### src/design/blr_pkg.sv
`default_nettype none

package blr_pkg;

    localparam int X_W       = 7;
    localparam int Y_W       = 5;
    localparam int IDX_W     = 9;
    localparam int DATA_W    = 8;
    localparam int PAGE_ROWS = 8;
    localparam int BIT_W     = 3;
    localparam int ERR_W     = 10;

    localparam int DEF_SCREEN_WIDTH  = 128;
    localparam int DEF_SCREEN_HEIGHT = 32;
    localparam int DEF_STORE_BYTES   =
        ((DEF_SCREEN_HEIGHT + PAGE_ROWS - 1) / PAGE_ROWS) * DEF_SCREEN_WIDTH;
    localparam int DEF_ADDR_W        = $clog2(DEF_STORE_BYTES);

    localparam logic KIND_DRAW = 1'b0;
    localparam logic KIND_READ = 1'b1;

    typedef struct packed {
        logic           valid;
        logic           last;
        logic [X_W-1:0] x;
        logic [Y_W-1:0] y;
    } pixel_t;

endpackage

`default_nettype wire

### src/design/blr_stepper.sv
`default_nettype none

module blr_stepper (
    input  wire                      clk,
    input  wire                      rst_n,
    input  wire                      start,
    input  wire  [blr_pkg::X_W-1:0]  x_start,
    input  wire  [blr_pkg::Y_W-1:0]  y_start,
    input  wire  [blr_pkg::X_W-1:0]  x_end,
    input  wire  [blr_pkg::Y_W-1:0]  y_end,
    output blr_pkg::pixel_t          pixel
);

    localparam int EW = blr_pkg::ERR_W;

    logic                     busy_reg, busy_next;
    logic [blr_pkg::X_W-1:0]  x_reg, x_next;
    logic [blr_pkg::Y_W-1:0]  y_reg, y_next;
    logic [blr_pkg::X_W-1:0]  xe_reg, xe_next;
    logic [blr_pkg::Y_W-1:0]  ye_reg, ye_next;
    logic signed [EW-1:0]     dx_reg, dx_next;
    logic signed [EW-1:0]     dy_reg, dy_next;
    logic signed [EW-1:0]     err_reg, err_next;
    logic                     sx_neg_reg, sx_neg_next;
    logic                     sy_neg_reg, sy_neg_next;

    logic [blr_pkg::X_W-1:0]  dx_abs;
    logic [blr_pkg::Y_W-1:0]  dy_abs;
    logic signed [EW-1:0]     dx_start;
    logic signed [EW-1:0]     dy_start;
    logic signed [EW:0]       twice;
    logic signed [EW:0]       dx_wide;
    logic signed [EW:0]       dy_wide;
    logic                     step_x;
    logic                     step_y;
    logic                     at_end;

    assign dx_abs   = (x_end > x_start) ? (x_end - x_start) : (x_start - x_end);
    assign dy_abs   = (y_end > y_start) ? (y_end - y_start) : (y_start - y_end);
    assign dx_start = $signed(EW'(dx_abs));
    assign dy_start = -$signed(EW'(dy_abs));

    assign twice   = {err_reg, 1'b0};
    assign dx_wide = {dx_reg[EW-1], dx_reg};
    assign dy_wide = {dy_reg[EW-1], dy_reg};
    assign step_x  = (twice >= dy_wide);
    assign step_y  = (twice <= dx_wide);
    assign at_end  = (x_reg == xe_reg) && (y_reg == ye_reg);

    always_comb
    begin
        busy_next   = busy_reg;
        x_next      = x_reg;
        y_next      = y_reg;
        xe_next     = xe_reg;
        ye_next     = ye_reg;
        dx_next     = dx_reg;
        dy_next     = dy_reg;
        err_next    = err_reg;
        sx_neg_next = sx_neg_reg;
        sy_neg_next = sy_neg_reg;
        if (start)
        begin
            busy_next   = 1'b1;
            x_next      = x_start;
            y_next      = y_start;
            xe_next     = x_end;
            ye_next     = y_end;
            dx_next     = dx_start;
            dy_next     = dy_start;
            err_next    = dx_start + dy_start;
            sx_neg_next = !(x_start < x_end);
            sy_neg_next = !(y_start < y_end);
        end
        else if (busy_reg)
        begin
            if (at_end)
            begin
                busy_next = 1'b0;
            end
            else
            begin
                err_next = err_reg + (step_x ? dy_reg : '0) + (step_y ? dx_reg : '0);
                if (step_x)
                begin
                    x_next = sx_neg_reg ? (x_reg - 1'b1) : (x_reg + 1'b1);
                end
                if (step_y)
                begin
                    y_next = sy_neg_reg ? (y_reg - 1'b1) : (y_reg + 1'b1);
                end
            end
        end
    end

    always_ff @(posedge clk or negedge rst_n)
    begin
        if (!rst_n)
        begin
            busy_reg <= 1'b0;
        end
        else
        begin
            busy_reg <= busy_next;
        end
    end

    always_ff @(posedge clk)
    begin
        x_reg      <= x_next;
        y_reg      <= y_next;
        xe_reg     <= xe_next;
        ye_reg     <= ye_next;
        dx_reg     <= dx_next;
        dy_reg     <= dy_next;
        err_reg    <= err_next;
        sx_neg_reg <= sx_neg_next;
        sy_neg_reg <= sy_neg_next;
    end

    assign pixel.valid = busy_reg;
    assign pixel.last  = at_end;
    assign pixel.x     = x_reg;
    assign pixel.y     = y_reg;

endmodule

`default_nettype wire

### config.mk
export PLATFORM = sky130hd
export DESIGN_NAME = blr_stepper
export DESIGN_NICKNAME = d
export VERILOG_FILES = /design/src/design/blr_pkg.sv /design/src/design/blr_stepper.sv
export SDC_FILE = /design/constraint.sdc
export NUM_CORES = 1
export LEC_CHECK = 0
export BUFFER_PORTS_ARGS = -buffer_cell sky130_fd_sc_hd__buf_2
export CAP_MARGIN = 20
export CORE_MARGIN = 3
export CORE_UTILIZATION = 60
export DETAILED_ROUTE_END_ITERATION = 8
export PLACE_DENSITY = 0.9
export SETUP_SLACK_MARGIN = 0.1
export SLEW_MARGIN = 15
export SYNTH_ARGS = -nofsm -noshare
export SYNTH_HDL_FRONTEND = slang
export SYNTH_SLANG_ARGS = --single-unit
### constraint.sdc
create_clock -name clk -period 4.8 [get_ports clk]
set_input_delay 0.96 -clock clk [delete_from_list [all_inputs] [get_ports clk]]
set_output_delay 0.96 -clock clk [all_outputs]
set_load 0.02 [all_outputs]
==> flow_results.xml <==
<?xml version="1.0" encoding="UTF-8"?>
<metrics>
  <group name="status">
    <metric name="status" unit="">complete, no violations</metric>
  </group>
  <group name="synthesis">
    <metric name="synth.net_count" unit="">579</metric>
    <metric name="synthSimpleGateAreaFrac" unit="%">11.1</metric>
    <metric name="sequential_cell_area_fraction_in_the_yosys_report" unit="%">33.5</metric>
    <metric name="flops_latches_synth" unit="">53</metric>
    <metric name="synth_top_family_by_area" unit="">adder cells</metric>
    <metric name="area_of_the_mapped_netlist" unit="µm²">4730</metric>
    <metric name="syn_avg_cell_area" unit="µm²">10.1</metric>
    <metric name="synthXorXnorAreaFrac" unit="%">8.30</metric>
    <metric name="ys.flop_type" unit="">sky130_fd_sc_hd__edfxtp_1</metric>
    <metric name="synth_async_sr_flop_share" unit="%">1.89</metric>
    <metric name="synth-adder-area-share" unit="%">24.1</metric>
    <metric name="netlist_instances" unit="">470</metric>
    <metric name="post_synth_num_cell_types" unit="">53</metric>
    <metric name="yosys_warning_total" unit="">0</metric>
    <metric name="synth_compound_gate_area_share" unit="%">14.5</metric>
    <metric name="synth_edf_count" unit="">52</metric>
    <metric name="synth.area.mux_share" unit="%">2.22</metric>
  </group>
  <group name="layout">
    <metric name="largest_register_ffs" unit="">10</metric>
    <metric name="antenna_cells_inserted" unit="">0</metric>
    <metric name="layout_common_cells" unit="">68 x sky130_fd_sc_hd__inv_1, 67 x sky130_fd_sc_hd__ha_1, 52 x sky130_fd_sc_hd__edfxtp_1</metric>
    <metric name="post_route_cells_drive_above_1_share" unit="%">12.1</metric>
    <metric name="fin_nets" unit="">621</metric>
    <metric name="flow.area_growth_from_synthesis" unit="%">8.96</metric>
    <metric name="mostFrequentLayoutCell" unit="">sky130_fd_sc_hd__inv_1</metric>
  </group>
  <group name="critical_path">
    <metric name="timing.critical_path.from_type" unit="">input pin</metric>
    <metric name="worst_r2r_endpoint" unit="">err_reg[9]$_DFFE_PP_</metric>
    <metric name="setup.worst_path.end_class" unit="">flip-flop</metric>
    <metric name="cp_max_fo" unit="">9</metric>
    <metric name="r2r_start" unit="">err_reg[0]$_DFFE_PP_</metric>
    <metric name="worstSetupPathType" unit="">input pin to flip-flop</metric>
    <metric name="endpoint" unit="">err_reg[7]$_DFFE_PP_</metric>
    <metric name="rr_worst_depth" unit="">18</metric>
    <metric name="cp_data_required_time" unit="ns">4.84</metric>
    <metric name="critical_path_arrival" unit="ns">4.51</metric>
    <metric name="critPathLaunch" unit="">x_start[1]</metric>
    <metric name="slack_of_the_worst_reg_to_reg_path" unit="ns">0.33</metric>
  </group>
  <group name="routing">
    <metric name="wirelength" unit="µm">10100</metric>
    <metric name="drt_iter0_markers" unit="">180</metric>
    <metric name="detail_route.first_pass.iterations" unit="">5</metric>
    <metric name="drt_drc_violations_left" unit="">0</metric>
    <metric name="post_drt_via_cell_ratio" unit="">5.86</metric>
    <metric name="postRouteAntennaNets" unit="">0</metric>
    <metric name="detailroute.via_count" unit="">3588</metric>
    <metric name="routedWlPerCell" unit="µm">16.5</metric>
  </group>
  <group name="die">
    <metric name="initial_core_util" unit="%">63.5</metric>
    <metric name="rows" unit="">31</metric>
    <metric name="core_region_area" unit="µm²">7450</metric>
    <metric name="ios" unit="">41</metric>
    <metric name="die_w" unit="µm">94.8</metric>
    <metric name="fp.dieArea" unit="µm²">8990</metric>
    <metric name="die_height" unit="µm">94.8</metric>
  </group>
  <group name="clock_network">
    <metric name="clk_pin_slew_worst_setup_hold_paths" unit="ns">0.09</metric>
    <metric name="clock-root-buffer" unit="">sky130_fd_sc_hd__clkbuf_8</metric>
    <metric name="tritoncts_num_sinks" unit="">53</metric>
    <metric name="worstSkewPairLatency" unit="ns">0.31</metric>
    <metric name="cts_inserted_buffers" unit="">5</metric>
    <metric name="cts.repair_timing.setup_buffer_count" unit="">0</metric>
    <metric name="number_of_buffers_between_clock_root_and_the_deepest_sink" unit="">2</metric>
    <metric name="post_cts_gate_resize_count" unit="">0</metric>
    <metric name="cts.htree.levels" unit="">2</metric>
    <metric name="tritoncts" unit="">done</metric>
    <metric name="holdBufCountCts" unit="">0</metric>
  </group>
  <group name="timing">
    <metric name="grt_setup_unrepaired" unit="">no</metric>
    <metric name="finalMaxSlewViolations" unit="">0</metric>
    <metric name="total_setup_violations_reported_at_the_end_of_the_flow" unit="">0</metric>
    <metric name="period_share" unit="%">93.1</metric>
    <metric name="worstMarginPinSlew" unit="ns">0.687</metric>
    <metric name="layout_min_cycle_time" unit="ns">4.47</metric>
    <metric name="slew-limit-headroom" unit="%">54.2</metric>
    <metric name="clock.fmax" unit="MHz">224</metric>
    <metric name="setup_total_negative_slack" unit="ns">0</metric>
    <metric name="finClkSkew" unit="ns">0.00777</metric>
    <metric name="final_hold_violation_count" unit="">0</metric>
  </group>
  <group name="global_route">
    <metric name="antenna_violations_before_repair" unit="">0</metric>
    <metric name="maximum_number_of_pins_on_one_net_before_global_route_repair" unit="">41</metric>
    <metric name="grt_pass1_vias" unit="">3775</metric>
    <metric name="overflow_after_grt" unit="">0</metric>
    <metric name="groute.usage.overall" unit="%">23.7</metric>
    <metric name="global_route_wire_length_before_repair" unit="µm">16800</metric>
  </group>
  <group name="placement">
    <metric name="place_hpwl" unit="µm">8120</metric>
    <metric name="place.gp.congestion" unit="">0.973</metric>
    <metric name="io_buffer_count" unit="">40</metric>
  </group>
  <group name="pwr">
    <metric name="total_leakage_power" unit="nW">2.46</metric>
    <metric name="vdd.ir_drop.worst" unit="mV">0.347</metric>
    <metric name="power.density_cell_area" unit="nW/µm²">625</metric>
    <metric name="total_power" unit="mW">3.22</metric>
  </group>
  <group name="hold_path">
    <metric name="hold_path.class" unit="">input pin to async pin</metric>
  </group>
  <group name="job">
    <metric name="cap_violations" unit="">0</metric>
  </group>
</metrics>
-- where the power goes --
group / internal (mW) / leakage, nW / switching [mW]
Sequential: 0.721 / 0.534 / 0.142
Combinational: 0.921 / 1.86 / 1.12
Clock: 0.170 / 0.0585 / 0.152
-- logic make-up after synthesis --
logic type / Yosys count
compound gates: 104
xor+xnor: 44
fa+ha+maj: 82
buf+inv: 76
flops: 53
mux: 10
simple gates: 101
-- synth_stat cells, types with 2 or more instances --
library cell | n | area (µm²)
sky130_fd_sc_hd__a211o_1 | 2 | 17.5
sky130_fd_sc_hd__a211oi_1 | 2 | 15.0
sky130_fd_sc_hd__a21o_1 | 16 | 120
sky130_fd_sc_hd__a21oi_1 | 30 | 150
sky130_fd_sc_hd__a31oi_1 | 2 | 12.5
sky130_fd_sc_hd__and2_1 | 8 | 50.1
sky130_fd_sc_hd__and2b_1 | 2 | 15.0
sky130_fd_sc_hd__buf_4 | 2 | 15.0
sky130_fd_sc_hd__clkbuf_1 | 5 | 18.8
sky130_fd_sc_hd__edfxtp_1 | 52 | 1560
sky130_fd_sc_hd__fa_1 | 15 | 300
sky130_fd_sc_hd__ha_1 | 67 | 838
sky130_fd_sc_hd__inv_1 | 68 | 255
sky130_fd_sc_hd__mux2_2 | 3 | 33.8
sky130_fd_sc_hd__mux2i_1 | 6 | 60.1
sky130_fd_sc_hd__nand2_1 | 28 | 105
sky130_fd_sc_hd__nand2b_1 | 10 | 62.6
sky130_fd_sc_hd__nand3_1 | 7 | 35.0
sky130_fd_sc_hd__nand4_1 | 2 | 12.5
sky130_fd_sc_hd__nor2_1 | 20 | 75.1
sky130_fd_sc_hd__nor2b_1 | 9 | 56.3
sky130_fd_sc_hd__nor3_1 | 2 | 10.0
sky130_fd_sc_hd__nor4_1 | 4 | 25.0
sky130_fd_sc_hd__o211ai_1 | 3 | 22.5
sky130_fd_sc_hd__o21a_1 | 5 | 37.5
sky130_fd_sc_hd__o21a_4 | 2 | 30.0
sky130_fd_sc_hd__o21ai_0 | 21 | 105
sky130_fd_sc_hd__o21ai_1 | 6 | 30.0
sky130_fd_sc_hd__o21bai_1 | 5 | 37.5
sky130_fd_sc_hd__o41ai_1 | 2 | 17.5
sky130_fd_sc_hd__xnor2_1 | 18 | 158
sky130_fd_sc_hd__xor2_1 | 25 | 219
-- cell type report --
cell class	instances	area (µm²)
fill	532	2290
tap	99	124
sequential	53	1590
timing repair buffer	43	223
clock buffer	7	86.3
clock inverter	1	30.0
inverter	68	255
multi-input combinational	341	2850
-- worst max-delay path, cell delays in order --
cell                      delay, ns
sky130_fd_sc_hd__buf_2         0.13
sky130_fd_sc_hd__inv_1         0.08
sky130_fd_sc_hd__ha_1          0.32
sky130_fd_sc_hd__nor2b_1       0.14
sky130_fd_sc_hd__o21ai_1       0.17
sky130_fd_sc_hd__a21oi_1       0.13
sky130_fd_sc_hd__o32ai_4       0.48
sky130_fd_sc_hd__mux2i_1       0.43
sky130_fd_sc_hd__ha_1          0.31
sky130_fd_sc_hd__a21o_1        0.15
sky130_fd_sc_hd__a21oi_1       0.21
sky130_fd_sc_hd__nor2b_1       0.08
sky130_fd_sc_hd__o21a_1        0.19
sky130_fd_sc_hd__o41ai_1       0.46
sky130_fd_sc_hd__xor2_1        0.20
sky130_fd_sc_hd__a21oi_1       0.08
-- stage by stage --
step | utilization, % | cell area, µm² | setup slack [ns] | hold WS (ns) | instances
floorplan | - | 4730 | 0.441 | 0.489 | 470
global placement | 67.7 | 5040 | 0.210 | 0.514 | 604
detailed placement | 67.7 | 5040 | 0.0128 | 0.528 | 604
CTS | 69.2 | 5160 | 0.291 | 0.400 | 612
global route | 69.2 | 5160 | 0.121 | 0.393 | 612
finish | 69.2 | 5160 | 0.329 | 0.404 | 612
-- routing by layer --
metal  share of wire [%]  routed length, µm  GRT usage [%]
met1                  42               4220           28.9
met2                  49               4960           41.5
met3                 4.9                498           2.71
met4                 4.2                420           11.9
met5                   0                  0              0
-- worst min path at each step --
stage,from,end,depth (start not counted)
after detailed placement,busy_reg$_DFF_PN0_,busy_reg$_DFF_PN0_,2
after global routing,rst_n,busy_reg$_DFF_PN0_,1
final,rst_n,busy_reg$_DFF_PN0_,1
after floorplan,busy_reg$_DFF_PN0_,busy_reg$_DFF_PN0_,2
after CTS,rst_n,busy_reg$_DFF_PN0_,1
after global placement,busy_reg$_DFF_PN0_,busy_reg$_DFF_PN0_,2
No activity file was read; power rests on OpenSTA's default activity.
